===== config.mk =====
export PLATFORM = sky130hd
export DESIGN_NAME = c_style_escape_decoder
export DESIGN_NICKNAME = d
export VERILOG_FILES = /design/src/rtl/ced_pkg.sv /design/src/rtl/ced_front.sv /design/src/rtl/ced_queue.sv /design/src/rtl/ced_back.sv /design/src/rtl/c_style_escape_decoder.sv
export SDC_FILE = /design/constraint.sdc
export NUM_CORES = 1
export LEC_CHECK = 0
export BUFFER_PORTS_ARGS = -buffer_cell sky130_fd_sc_hd__buf_2
export CORE_MARGIN = 1
export CORE_UTILIZATION = 45
export CTS_BUF_LIST = sky130_fd_sc_hd__clkbuf_2
export DETAILED_ROUTE_END_ITERATION = 10
export PLACE_DENSITY = 0.58
export SETUP_SLACK_MARGIN = 0.2
export SYNTH_ARGS = -nofsm -noshare
export SYNTH_HDL_FRONTEND = slang
export SYNTH_SLANG_ARGS = --single-unit

===== constraint.sdc =====
create_clock -name clk -period 12.3 [get_ports clk]
set_clock_uncertainty 0.15 [all_clocks]
set_input_delay 2.46 -clock clk [delete_from_list [all_inputs] [get_ports clk]]
set_output_delay 2.46 -clock clk [all_outputs]
set_load 0.01 [all_outputs]

===== src/rtl/ced_pkg.sv =====
`default_nettype none

package ced_pkg;

  // Default depth of the job queue between front and back
  localparam int unsigned QUEUE_DEPTH_DEFAULT = 4;

  // Character codes
  localparam logic [7:0] CH_BSLASH = 8'h5C;
  localparam logic [7:0] CH_LPAREN = 8'h28;
  localparam logic [7:0] CH_RPAREN = 8'h29;
  localparam logic [7:0] CH_LOW_R  = 8'h72;
  localparam logic [7:0] CH_LOW_N  = 8'h6E;
  localparam logic [7:0] CH_LOW_T  = 8'h74;
  localparam logic [7:0] CH_CR     = 8'h0D;
  localparam logic [7:0] CH_LF     = 8'h0A;
  localparam logic [7:0] CH_TAB    = 8'h09;

  // Escape decode state; the code doubles as the count of held bytes
  typedef enum logic [2:0] {
    PH_IDLE = 3'd0,
    PH_ESC  = 3'd1,
    PH_OPEN = 3'd2,
    PH_HEX1 = 3'd3,
    PH_HEX2 = 3'd4
  } phase_t;

  // One classified input item: held bytes to replay, then an optional
  // plain byte, then an optional malformed backslash.
  typedef struct packed {
    logic [2:0] rep_len;
    logic [7:0] digit1;
    logic [7:0] digit2;
    logic       has_main;
    logic [7:0] main_byte;
    logic       tail_bs;
    logic       last;
    logic [2:0] count;
  } job_t;

  function automatic logic is_hex(input logic [7:0] c);
    is_hex = (c >= "0" && c <= "9") || (c >= "a" && c <= "f") ||
             (c >= "A" && c <= "F");
  endfunction

  function automatic logic [3:0] hex_nibble(input logic [7:0] c);
    logic [7:0] v;
    if (c >= "0" && c <= "9") begin
      v = c - 8'h30;
    end else if (c >= "a" && c <= "f") begin
      v = c - 8'h57;
    end else begin
      v = c - 8'h37;
    end
    hex_nibble = v[3:0];
  endfunction

endpackage

`default_nettype wire


===== src/rtl/ced_front.sv =====
`default_nettype none

module ced_front
  import ced_pkg::*;
(
  input  wire logic       clk,
  input  wire logic       rst,
  input  wire logic       accept,
  input  wire logic [7:0] in_byte,
  input  wire logic       in_last,
  output job_t            job,
  output logic            push
);

  phase_t     phase, phase_next, phase_mid;
  logic [7:0] digit1, digit1_next;
  logic [7:0] digit2, digit2_next;
  logic [2:0] pre_len;
  logic       fresh;
  logic       main_hit;
  logic [7:0] main_val;

  // Next state and held digits
  always_comb begin
    phase_mid   = phase;
    digit1_next = digit1;
    digit2_next = digit2;
    pre_len     = 3'd0;
    fresh       = 1'b0;
    main_hit    = 1'b0;
    main_val    = in_byte;
    unique case (phase)
      PH_ESC: begin
        if (in_byte == CH_LOW_R) begin
          main_hit = 1'b1; main_val = CH_CR; phase_mid = PH_IDLE;
        end else if (in_byte == CH_LOW_N) begin
          main_hit = 1'b1; main_val = CH_LF; phase_mid = PH_IDLE;
        end else if (in_byte == CH_LOW_T) begin
          main_hit = 1'b1; main_val = CH_TAB; phase_mid = PH_IDLE;
        end else if (in_byte == CH_BSLASH) begin
          main_hit = 1'b1; main_val = CH_BSLASH; phase_mid = PH_IDLE;
        end else if (in_byte == CH_LPAREN) begin
          phase_mid = PH_OPEN;
        end else begin
          pre_len = 3'd1; fresh = 1'b1;
        end
      end
      PH_OPEN: begin
        if (is_hex(in_byte)) begin
          digit1_next = in_byte; phase_mid = PH_HEX1;
        end else begin
          pre_len = 3'd2; fresh = 1'b1;
        end
      end
      PH_HEX1: begin
        if (is_hex(in_byte)) begin
          digit2_next = in_byte; phase_mid = PH_HEX2;
        end else begin
          pre_len = 3'd3; fresh = 1'b1;
        end
      end
      PH_HEX2: begin
        if (in_byte == CH_RPAREN) begin
          main_hit  = 1'b1;
          main_val  = {hex_nibble(digit1), hex_nibble(digit2)};
          phase_mid = PH_IDLE;
        end else begin
          pre_len = 3'd4; fresh = 1'b1;
        end
      end
      default: begin
        fresh = 1'b1;
      end
    endcase
    // byte handled as if nothing were pending
    if (fresh) begin
      if (in_byte == CH_BSLASH) begin
        phase_mid = PH_ESC;
      end else begin
        main_hit  = 1'b1;
        phase_mid = PH_IDLE;
      end
    end
    phase_next = in_last ? PH_IDLE : phase_mid;
  end

  // Job built from this item
  always_comb begin
    job.digit1    = digit1_next;
    job.digit2    = digit2_next;
    job.has_main  = main_hit;
    job.main_byte = main_val;
    job.last      = in_last;
    job.tail_bs   = fresh && in_last && (phase_mid == PH_ESC);
    if (fresh) begin
      job.rep_len = pre_len;
    end else if (in_last) begin
      job.rep_len = phase_mid;
    end else begin
      job.rep_len = 3'd0;
    end
    job.count = job.rep_len + {2'b00, job.has_main} + {2'b00, job.tail_bs};
    push      = accept && (job.count != 3'd0);
  end

  always_ff @(posedge clk) begin
    if (rst) begin
      phase <= PH_IDLE;
    end else if (accept) begin
      phase <= phase_next;
    end
  end

  always_ff @(posedge clk) begin
    if (accept) begin
      digit1 <= digit1_next;
      digit2 <= digit2_next;
    end
  end

`ifndef SYNTH
  a_last_idle: assert property (@(posedge clk) disable iff (rst)
    accept && in_last |=> phase == PH_IDLE)
    else $error("phase not idle after end of string");
  a_last_push: assert property (@(posedge clk) disable iff (rst)
    accept && in_last |-> push && job.count <= 3'd5)
    else $error("end of string gave no output job");
`endif

endmodule

`default_nettype wire


===== src/rtl/ced_queue.sv =====
`default_nettype none

module ced_queue
  import ced_pkg::*;
#(
  parameter int unsigned DEPTH = QUEUE_DEPTH_DEFAULT
) (
  input  wire logic clk,
  input  wire logic rst,
  input  wire logic push,
  input  job_t      push_job,
  output logic      not_full,
  input  wire logic pop,
  output logic      head_valid,
  output job_t      head_job
);

  localparam int unsigned PW = (DEPTH > 1) ? $clog2(DEPTH) : 1;
  localparam int unsigned CW = $clog2(DEPTH + 1);

  job_t          slots [DEPTH];
  logic [PW-1:0] wr_ptr, rd_ptr;
  logic [CW-1:0] count;

  assign not_full   = count != CW'(DEPTH);
  assign head_valid = count != '0;
  assign head_job   = slots[rd_ptr];

  always_ff @(posedge clk) begin
    if (rst) begin
      wr_ptr <= '0;
      rd_ptr <= '0;
      count  <= '0;
    end else begin
      if (push) begin
        wr_ptr <= (wr_ptr == PW'(DEPTH - 1)) ? '0 : wr_ptr + 1'b1;
      end
      if (pop) begin
        rd_ptr <= (rd_ptr == PW'(DEPTH - 1)) ? '0 : rd_ptr + 1'b1;
      end
      if (push && !pop) begin
        count <= count + 1'b1;
      end else if (pop && !push) begin
        count <= count - 1'b1;
      end
    end
  end

  always_ff @(posedge clk) begin
    if (push) begin
      slots[wr_ptr] <= push_job;
    end
  end

`ifndef SYNTH
  a_no_overflow: assert property (@(posedge clk) disable iff (rst)
    !(push && !not_full))
    else $error("job queue overflow");
  a_no_underflow: assert property (@(posedge clk) disable iff (rst)
    !(pop && !head_valid))
    else $error("job queue underflow");
`endif

endmodule

`default_nettype wire


===== src/rtl/ced_back.sv =====
`default_nettype none

module ced_back
  import ced_pkg::*;
(
  input  wire logic       clk,
  input  wire logic       rst,
  input  wire logic       head_valid,
  input  job_t            head_job,
  output logic            pop,
  output logic            out_valid,
  input  wire logic       out_ready,
  output logic [7:0]      out_byte,
  output logic            out_malformed,
  output logic            out_end,
  output logic            out_string_end
);

  logic [2:0] idx;
  logic       load;
  logic       is_final;
  logic [7:0] sel_byte;
  logic       sel_bad;

  assign load     = head_valid && (!out_valid || out_ready);
  assign is_final = idx == (head_job.count - 3'd1);
  assign pop      = load && is_final;

  // Pick the byte at position idx of the head job
  always_comb begin
    if (idx < head_job.rep_len) begin
      sel_bad = 1'b1;
      unique case (idx[1:0])
        2'd0:    sel_byte = CH_BSLASH;
        2'd1:    sel_byte = CH_LPAREN;
        2'd2:    sel_byte = head_job.digit1;
        default: sel_byte = head_job.digit2;
      endcase
    end else if (idx == head_job.rep_len && head_job.has_main) begin
      sel_bad  = 1'b0;
      sel_byte = head_job.main_byte;
    end else begin
      sel_bad  = 1'b1;
      sel_byte = CH_BSLASH;
    end
  end

  always_ff @(posedge clk) begin
    if (rst) begin
      idx       <= '0;
      out_valid <= 1'b0;
    end else begin
      if (load) begin
        idx <= is_final ? 3'd0 : idx + 3'd1;
      end
      if (load) begin
        out_valid <= 1'b1;
      end else if (out_ready) begin
        out_valid <= 1'b0;
      end
    end
  end

  always_ff @(posedge clk) begin
    if (load) begin
      out_byte       <= sel_byte;
      out_malformed  <= sel_bad;
      out_end        <= is_final;
      out_string_end <= is_final && head_job.last;
    end
  end

`ifndef SYNTH
  a_idx_range: assert property (@(posedge clk) disable iff (rst)
    head_valid |-> idx < head_job.count)
    else $error("output index past end of job");
  a_str_end: assert property (@(posedge clk) disable iff (rst)
    out_valid && out_string_end |-> out_end)
    else $error("string end without item end");
`endif

endmodule

`default_nettype wire


===== src/rtl/c_style_escape_decoder.sv =====
`default_nettype none

// Channel | handshake            | payload
// --------+----------------------+----------------------------------------------
// in      | in_valid / in_ready  | in_byte[7:0], in_last
// out     | out_valid / out_ready| out_byte[7:0], out_malformed, out_end,
//         |                      | out_string_end
//
// One input item is taken per cycle while the job queue has room; the front
// classifies it in the accepting cycle and queues at most one job.
// The back emits one output item per cycle while out_ready is high; an input item
// yields 0 to 5 output items (no job when 0), so a job that expands (escape
// replay) holds the back until all of its items are emitted.
// Path: the job of an accepted item is written into the job queue, and the back
// loads its items from the queue head into the output register.
// Reset (rst, synchronous) empties the queue and output register and
// returns the escape state to idle; held hex digits are not cleared.
// A stalled output fills the queue, then in_ready drops.

module c_style_escape_decoder
  import ced_pkg::*;
#(
  parameter int unsigned QUEUE_DEPTH = QUEUE_DEPTH_DEFAULT
) (
  input  wire logic       clk,
  input  wire logic       rst,
  input  wire logic       in_valid,
  output logic            in_ready,
  input  wire logic [7:0] in_byte,
  input  wire logic       in_last,
  output logic            out_valid,
  input  wire logic       out_ready,
  output logic [7:0]      out_byte,
  output logic            out_malformed,
  output logic            out_end,
  output logic            out_string_end
);

  logic accept;
  logic push;
  logic pop;
  logic head_valid;
  job_t new_job;
  job_t head_job;

  // Front: escape state machine, one byte per accept
  assign accept = in_valid && in_ready;

  ced_front u_front (
    .clk     (clk),
    .rst     (rst),
    .accept  (accept),
    .in_byte (in_byte),
    .in_last (in_last),
    .job     (new_job),
    .push    (push)
  );

  // Job queue decouples classification from byte emission
  ced_queue #(
    .DEPTH (QUEUE_DEPTH)
  ) u_queue (
    .clk        (clk),
    .rst        (rst),
    .push       (push),
    .push_job   (new_job),
    .not_full   (in_ready),
    .pop        (pop),
    .head_valid (head_valid),
    .head_job   (head_job)
  );

  // Back: walks each job byte by byte into the output register
  ced_back u_back (
    .clk            (clk),
    .rst            (rst),
    .head_valid     (head_valid),
    .head_job       (head_job),
    .pop            (pop),
    .out_valid      (out_valid),
    .out_ready      (out_ready),
    .out_byte       (out_byte),
    .out_malformed  (out_malformed),
    .out_end        (out_end),
    .out_string_end (out_string_end)
  );

endmodule

`default_nettype wire

# [Word-level counts from Yosys, hierarchy flattened]
# Memories as Yosys holds them, arrays and structs flattened. A register that Yosys moved wholly into a read port is not among the register bits.
# Cells that the tools add are included.
# Widths: inputs -> output; s select.
[word_totals] register_bits=41 ramBits=132 output_inout_bits=13 memories=1
[op_classes] addsub=14 n_lt_le_gt_ge=15 eq_ne=18 muxes=68 reduce_logical=29
[mem_list] memory="u_queue.slots" depth=4 word_bits=33 read_ports=1 rd_ports_with_merged_regs=1 wr=1 line_no="ced_queue.sv:21" source="job_t slots [DEPTH];"
[ops] cell="$mux 8" n=11
[ops] cell="$mux 3" n=20
[ops] cell="$eq 8x7->1 const B" n=4
[ops] cell="$ge 8x7->1 const B" n=4
[ops] cell="$le 8x7->1 const B" n=4
[ops] cell="$ge 8x6->1 const B" n=3
[ops] cell="$le 8x6->1 const B" n=3
[ops] cell="$pmux 3 s4" n=2
[ops] cell="$pmux 8 s3" n=1
[ops] cell="$mux 1" n=21
[ops] cell="$logic_and 1x1->1" n=17
[ops] cell="$eq 8x6->1 const B" n=2
[ops] cell="$mux 4" n=4
[ops] cell="$pmux 8 s2" n=1
[ops] cell="$sub 4x3->4 const B" n=4
[ops] cell="$mux 2" n=6
[ops] cell="$sub 4x1->4 const B" n=2
[ops] cell="$add 3x1->3" n=2
[ops] cell="$add 3x1->3 const B" n=2
[ops] cell="$eq 2x2->1 const B" n=3
[ops] cell="$eq 3x1->1 const B" n=2
[ops] cell="$eq 3x2->1 const B" n=2
[ops] cell="$eq 3x3->1" n=2
[ops] cell="$reduce_bool 3->1" n=2
[ops] cell="13 further kinds" n=20

# [Depth between registers and ports, before layout]
# Gate-level depths: netlist of the first run.
[depth] word_depth=18 depth_mapped=20 ltp_nobuf=19

# [Modules after synthesis]
# Synthesis of the first run repeated with hierarchy kept, for this count alone.
[hier_totals] hier_cells=491 hier_area_um2=7882.6
[modules_own_cells] module="ced_queue" n_inst=1 cells_each=218 area_each_um2=5250.0 seq_area_each_um2=4144.0
[modules_own_cells] module="ced_front" n_inst=1 cells_each=176 area_each_um2=1681.6 seq_area_each_um2=540.5
[modules_own_cells] module="ced_back" n_inst=1 cells_each=96 area_each_um2=944.7 seq_area_each_um2=410.4
[modules_own_cells] module="c_style_escape_decoder" n_inst=1 cells_each=1 area_each_um2=6.3 seq_area_each_um2=0.0

# [Worst setup path after synthesis of the first run]
# Ideal clock, no wire load.
[synth_path] path_kind="input to register" from="input in_byte[4]" to="register u_queue.count[2]" setup_ns=0.071 arrival_time_ns=6.668 t_required_ns=12.079 setup_slack_ns=5.411 path_stages=19 n_path_buf=1 cell_sequence="buf_2 > nor2b_1 > nand4_1 > nor2_1 > o221ai_1 > or2_1 > o221a_2 > fa_1 > inv_1 > ha_1 > or4_1 > mux2i_1 > a311oi_4 > ha_1 > inv_1 > fa_1 > xor2_1 > or3_1 > a21oi_1"
[synth_between] elab_chain_cells=17 word_cells_on_any_way=67
[synth_lines] item="start, declared" line_no="c_style_escape_decoder.sv:29" source="input wire logic [7:0] in_byte,"
[synth_lines] item="$eq 8x6->1" line_no="ced_front.sv:42" source="end else if (in_byte == CH_LPAREN) begin"
[synth_lines] item="$mux 3 or $mux 1 (tied branches)" line_no="ced_front.sv:42"
[synth_lines] item="$mux 3 or $mux 1 (tied branches)" line_no="ced_front.sv:40" source="end else if (in_byte == CH_BSLASH) begin"
[synth_lines] item="$mux 3 or $mux 1 (tied branches)" line_no="ced_front.sv:38" source="end else if (in_byte == CH_LOW_T) begin"
[synth_lines] item="$mux 3 or $mux 1 (tied branches)" line_no="ced_front.sv:36" source="end else if (in_byte == CH_LOW_N) begin"
[synth_lines] item="$mux 3 or $mux 1 (tied branches)" line_no="ced_front.sv:34" source="if (in_byte == CH_LOW_R) begin"
[synth_lines] item="$pmux 3 s4 or $pmux 1 s3 (tied branches)" line_no="ced_front.sv:32" source="unique case (phase)"
[synth_lines] item="$mux 3" line_no="ced_front.sv:76" source="if (fresh) begin"
[synth_lines] item="[... 2 more ...]"
[synth_lines] item="$add 3x1->3" line_no="ced_front.sv:102" source="job.count = job.rep_len + {2'b00, job.has_main} + {2'b00, job.tail_bs};"
[synth_lines] item="$add 3x1->3 (*)" line_no="ced_front.sv:102"
[synth_lines] item="$reduce_bool 3->1 (*)" line_no="ced_front.sv:103" source="push = accept && (job.count != 3'd0);"
[synth_lines] item="$logic_and 1x1->1 (*)" line_no="ced_front.sv:103"
[synth_lines] item="named net push" line_no="c_style_escape_decoder.sv:40" source="logic push;"
[synth_lines] item="$logic_not 1->1" line_no="ced_queue.sv:43" source="end else if (pop && !push) begin"
[synth_lines] item="$logic_and 1x1->1" line_no="ced_queue.sv:43"
[synth_lines] item="$reduce_bool 2->1 (no line)"
[synth_lines] item="end signal, assigned" line_no="ced_queue.sv:42" source="count <= count + 1'b1;"
[synth_lines] item="end signal, assigned" line_no="ced_queue.sv:44" source="count <= count - 1'b1;"
[synth_lines] item="end, declared" line_no="ced_queue.sv:23" source="logic [CW-1:0] count;"
# The timed path passes the listed nets; every way through them passes the cells marked *.
# A chain may end at the register's enable or synchronous reset.

# [Final worst setup path of the first run]
[layout_path] from="input in_byte[3]" to="register u_queue.count[2]"
# The elaborated chain is that of the path after synthesis.

==> results.sh, run 1 <==
export IMPL_r2r_slack_ps=7020
export IMPL_ios=26
export IMPL_post_route_util_pct=49.9
export IMPL_grt_setup_unrepaired="false"
export IMPL_routed_wl_um=15400
export IMPL_grtUsageTotal_pct=18.3
export IMPL_final_hold_violation_count=0
export IMPL_initial_core_util_pct=46.3
export IMPL_r2r_cells=17
export IMPL_ant_nets=0
export IMPL_drv_cap=0
export IMPL_drc=0
export IMPL_clk_path_buf_depth=2
export IMPL_portBuffers=25
export IMPL_fin_setup_tns_ps=0
export IMPL_drt_iter0_markers=256
export IMPL_min_from="u_back.out_valid"
export IMPL_setup_viol=0
export IMPL_fin_area_mm2=0.00833
export IMPL_post_route_period_util_pct=55.6
export IMPL_crit_required_ps=12820
export IMPL_post_cts_setup_buffers=0
export IMPL_r2r_start="u_front.phase[2]"
export IMPL_die_x_um=133
export IMPL_synth_area_leaders="edfxtp_1 60%, mux4_2 9.3%, dfxtp_1 4.1%"
export IMPL_worstMarginPinSlew_ps=928
export IMPL_min_period_ps=6840
export IMPL_status="complete, no violations"
export IMPL_yosysSeqAreaShare_pct=64.3
export IMPL_cts_tree="done"
export IMPL_core_mm2=0.0167
export IMPL_worst_setup_path_start_kind="input port"
export IMPL_synth_cell_type_count=65
export IMPL_hold_class="reg2reg"
export IMPL_drive_gt1_share_pct=22.7
export IMPL_grt_pass1_wl_um=23500
export IMPL_relSlewSlack_pct=38.0
export IMPL_power_density_mw_per_mm2=177
export IMPL_netlist_area_mm2=0.00773
export IMPL_path_max_fanout=14
export IMPL_dp_hpwl_um=9980
export IMPL_power_leakage_nw=2.80
export IMPL_gp_congestion=0.842
export IMPL_synth_nets=536
export IMPL_ys_top_cells_by_count="155 x edfxtp_1, 32 x mux4_2, 31 x inv_1, 24 x nor2_1, 23 x ha_1"
export IMPL_cts_hold_fix_buffers=0
export IMPL_critical_path_class="in2reg"
export IMPL_yosys_area_top_type="edfxtp_1"
export IMPL_vdd_drop_max_mv=0.0782
export IMPL_grt_start_max_net_pins=33
export IMPL_vias=4258
export IMPL_cts_clk_slew_worst_paths_ps=220
export IMPL_cts_root_buf="clkbuf_2"
export IMPL_antenna_found_initial=0
export IMPL_ctsResizeCount=0
export IMPL_hold_depth=2
export IMPL_cp_end_kind="flop"
export IMPL_h_tree_depth=4
export IMPL_cts_sinks=171
export IMPL_die_y_um=133
export IMPL_max_freq_mhz=146
export IMPL_routedWlPerCell_um=20.2
export IMPL_row_count=47
export IMPL_grt_remaining_overflow=0
export IMPL_yosys_register_bits=171
export IMPL_insertion_delay_ps=730
export IMPL_cts_buffers=17
export IMPL_grt_pass1_vias=4251
export IMPL_area_delta_synth_final_pct=7.70
export IMPL_arrival_ps=7360
export IMPL_synth_top_area_share_pct=60.2
export IMPL_vias_per_cell=5.59
export IMPL_yosysMostFrequentCell="edfxtp_1"
export IMPL_dr_pass1_iters=5
export IMPL_synth_avg_cell_area_um2=15.5
export IMPL_rr_endpoint="u_queue.count[2]"
export IMPL_synth_edff_count=155
export IMPL_async_flop_share_pct=0
export IMPL_synth_yosys_warnings=0
export IMPL_placed_area_mm2=0.00810
export IMPL_num_nets_final=567
export IMPL_hold_end="u_back.out_valid"
export IMPL_die_area_mm2=0.0177
export IMPL_postSynthCellCount=498
export IMPL_ys_flop_type="edfxtp_1"
export IMPL_antennaDiodeCount=0
export IMPL_final_max_slew_violation_count=0
-- state kept, by name, indices dropped and copies added (netlist names), named ones only --
register and cells:
u_back.idx 3, u_back.out_byte 8, u_back.out_end 1, u_back.out_malformed 1, u_back.out_string_end 1, u_back.out_valid 1, u_front.digit1 8, u_front.digit2 8
u_front.phase 3, u_queue.count 3, u_queue.rd_ptr 2, u_queue.slots 128, u_queue.wr_ptr 2
-- per-layer routing --
metal  part of all wire [%]  global-route usage, %  vias up  wire length [µm]
li1                       -                      -     1987                 -
met1                     47                   24.6     2169              7260
met2                     47                   29.4       83              7260
met3                    3.9                   4.79       19               605
met4                    1.5                   5.68        0               230
met5                      0                      0        -                 0
-- per-stage QoR --
stage	setup WS (ps)	power [mW]	hold slack, ps	instances
global placement	4970	1.20	300	730
floorplan	5410	1.08	322	498
detailed placement	4790	1.21	340	730
global route	5180	1.55	380	762
finish	5460	1.48	357	762
CTS	5570	1.49	366	762
-- worst max path at each step --
stage          depth (start not counted)  startpoint               end  slack (ps)
2_1_floorplan                         19  in_byte[4]  u_queue.count[2]        5410
3_3_place_gp                          19  in_byte[3]  u_queue.count[2]        4970
3_5_place_dp                          19  in_byte[3]  u_queue.count[2]        4790
4_1_cts                               19  in_byte[3]  u_queue.count[2]        5570
5_1_grt                               20  in_byte[3]  u_queue.count[2]        5180
6_report                              19  in_byte[3]  u_queue.count[2]        5460
-- layout make-up --
class	instances	area (µm²)
well taps	220	275
inverters	32	120
multi-input cells	274	2540
clock buffers	21	105
repair buffers	33	185
clock inverters	11	128
flip-flops and latches	171	4980
fillers	1445	8370
-- cells in the final DEF, fill, tap and decap left out, drive strengths merged, types with 8 or more instances in the layout --
cell type	instances
a21oi	17
o21ai	16
nor3	9
nand2	22
mux2	10
nor2	24
clkbuf	21
dfxtp	16
ha	23
and2	8
xnor2	11
mux4	32
buf	33
edfxtp	155
inv	32
clkinv	8
o22ai	9
-- report_power, final --
group          internal [mW]  leakage, nW  switching (mW)
Combinational          0.173         1.12           0.230
Clock                  0.113        0.149           0.180
Sequential             0.748         1.53          0.0335
Total                   1.03         2.80           0.443
-- critical path, cell delays in order --
cell	delay, ps
buf_2	230
nor2b_1	350
nand4_1	180
nor2_1	530
o221ai_1	270
or2_1	300
o221a_2	270
fa_1	420
inv_1	60
ha_1	250
or4_1	150
mux2i_1	90
a311oi_4	440
ha_1	250
inv_1	70
fa_1	430
xor2_1	180
or3_1	310
a21oi_1	140
-- cells by family (layout without fill, tap and decap cells) --
kind of cell    count (synthesis)  count (layout)  share of synthesized area, %
compound gates                 76              76                          7.15
mux                            49              49                          11.7
fa+ha+maj                      25              25                          4.24
buf+inv                        53              97                          2.91
xor+xnor                       16              16                          1.81
simple gates                  108             108                          7.83
flops                         171             171                          64.3
No activity file was read; power rests on OpenSTA's default activity.
==> run 2: changes to the inputs <==
==> constraint.sdc (replaced) <==
create_clock -name clk -period 6.8 [get_ports clk]
set_clock_uncertainty 0.15 [all_clocks]
set_input_delay 1.36 -clock clk [delete_from_list [all_inputs] [get_ports clk]]
set_output_delay 1.36 -clock clk [all_outputs]
set_load 0.01 [all_outputs]
==> results.sh, run 2 (synthesis gave the netlist of run 1 again) <==
export IMPL_vdd_drop_max_mv=0.112
export IMPL_post_route_period_util_pct=83.0
export IMPL_finalWorstSetupSlack_ps=1150
export IMPL_final_hold_violation_count=0
export IMPL_cp_end_kind="flop"
export IMPL_dp_hpwl_um=10100
export IMPL_worst_setup_path_start_kind="input port"
export IMPL_critical_path_class="in2reg"
export IMPL_core_mm2=0.0167
export IMPL_ctsResizeCount=0
export IMPL_h_tree_depth=4
export IMPL_grtUsageTotal_pct=18.3
export IMPL_place_worst_setup_slack_ps=442
export IMPL_status="complete, no violations"
export IMPL_power_leakage_nw=2.80
export IMPL_max_freq_mhz=177
export IMPL_top_register="u_queue.slots"
export IMPL_num_nets_final=569
export IMPL_pwr_share_comb_pct=27.1
export IMPL_grt_remaining_overflow=0
export IMPL_p_seq_share_pct=52.8
export IMPL_final_cell_mix="155 x edfxtp_1, 32 x mux4_2, 31 x inv_1"
export IMPL_post_route_util_pct=50.0
export IMPL_portBuffers=25
export IMPL_hold_class="reg2reg"
export IMPL_p_sw_mw=0.811
export IMPL_power_density_mw_per_mm2=321
export IMPL_power_mw=2.68
export IMPL_die_x_um=133
export IMPL_setup_viol=0
export IMPL_hold_slack_ps=346
export IMPL_routedWlPerCell_um=19.9
export IMPL_insertion_delay_ps=720
export IMPL_initial_core_util_pct=46.3
export IMPL_gp_congestion=0.849
export IMPL_ant_nets=0
export IMPL_dr_pass1_iters=4
export IMPL_final_max_slew_violation_count=0
export IMPL_area_delta_synth_final_pct=8.02
export IMPL_row_count=47
export IMPL_grt_setup_unrepaired="false"
export IMPL_routed_wl_um=15200
export IMPL_antenna_found_initial=1
export IMPL_largest_reg_flops=128
export IMPL_clk_path_buf_depth=2
export IMPL_vias=4262
export IMPL_crit_required_ps=7290
export IMPL_die_y_um=133
export IMPL_drc=0
export IMPL_die_area_mm2=0.0177
export IMPL_cts_sinks=171
export IMPL_drt_iter0_markers=276
export IMPL_layout_commonest_cell="edfxtp_1"
export IMPL_post_cts_setup_buffers=0
export IMPL_cts_root_buf="clkbuf_2"
export IMPL_internal_power_mw=1.87
export IMPL_pwr_share_clk_pct=20.1
export IMPL_path_max_fanout=10
export IMPL_drv_cap=0
export IMPL_ios=26
export IMPL_min_period_ps=5650
export IMPL_grt_pass1_wl_um=23700
export IMPL_fin_setup_tns_ps=0
export IMPL_vias_per_cell=5.59
export IMPL_cts_hold_fix_buffers=0
export IMPL_arrival_ps=6140
export IMPL_drive_gt1_share_pct=23.4
export IMPL_cts_clk_slew_worst_paths_ps=230
export IMPL_worstMarginPinSlew_ps=912
export IMPL_switching_share_pct=30.3
export IMPL_cts_tree="done"
export IMPL_relSlewSlack_pct=39.0
export IMPL_grt_pass1_vias=4297
export IMPL_antennaDiodeCount=0
export IMPL_grt_start_max_net_pins=33
export IMPL_cts_buffers=17
[run 2: routing by layer]
layer  vias to the layer above  GRT usage, %  share of wire [%]
met5                         -             0                  0
met4                         0          5.81                1.1
met3                        12          4.19                4.0
met2                        86          29.0                 47
met1                      2170          25.3                 48
li1                       1994             -                  -
[run 2: area by class of cell]
type                       instances  area, µm²
fill                            1454       8350
sequential                       171       4980
multi-input combinational        274       2540
tap                              220        275
timing repair buffer              35        200
clock inverter                    13        153
inverter                          32        120
clock buffer                      18       90.1
[run 2: power groups by stage]
| stage | sequential (mW) | clock, mW | combinational [mW] |
|---|---|---|---|
| 4_1_cts | 1.42 | 0.555 | 0.742 |
| 3_5_place_dp | 1.44 | 0 | 0.739 |
| 3_3_place_gp | 1.43 | 0 | 0.727 |
| 6_report | 1.42 | 0.538 | 0.725 |
| 2_1_floorplan | 1.44 | 0 | 0.517 |
| 5_1_grt | 1.43 | 0.599 | 0.808 |
[run 2: worst max-delay path, cell delays in order]
cell      delay (ps)
buf_2            230
and2b_4          240
a31oi_2          150
nor3_1           540
o221ai_1         250
or2_1            290
o221a_2          270
fa_1             410
inv_1             60
ha_1             210
nor2_1           110
nand2_1           80
mux2i_1          100
a311oi_4         450
ha_1             250
inv_1             70
fa_1             440
xor2_1           180
or3_1            310
a21oi_1          150
[run 2: worst paths after layout]
| path | startpoint | endpoint | slack, ps | depth (start not counted) |
|---|---|---|---|---|
| setup reg to reg | u_front.phase[2] | u_queue.count[2] | 1820 | 19 |
| hold / removal | u_back.out_valid | u_back.out_valid | 350 | 2 |
| setup / recovery | in_byte[5] | u_queue.count[2] | 1150 | 20 |
| hold reg to reg | u_back.out_valid | u_back.out_valid | 350 | 2 |
[run 2: through the flow]
stage / area, µm² / instances
final: 8350 / 763
after global routing: 8350 / 763
after CTS: 8350 / 763
after detailed placement: 8110 / 732
after floorplan: 7730 / 498
after global placement: 8110 / 732
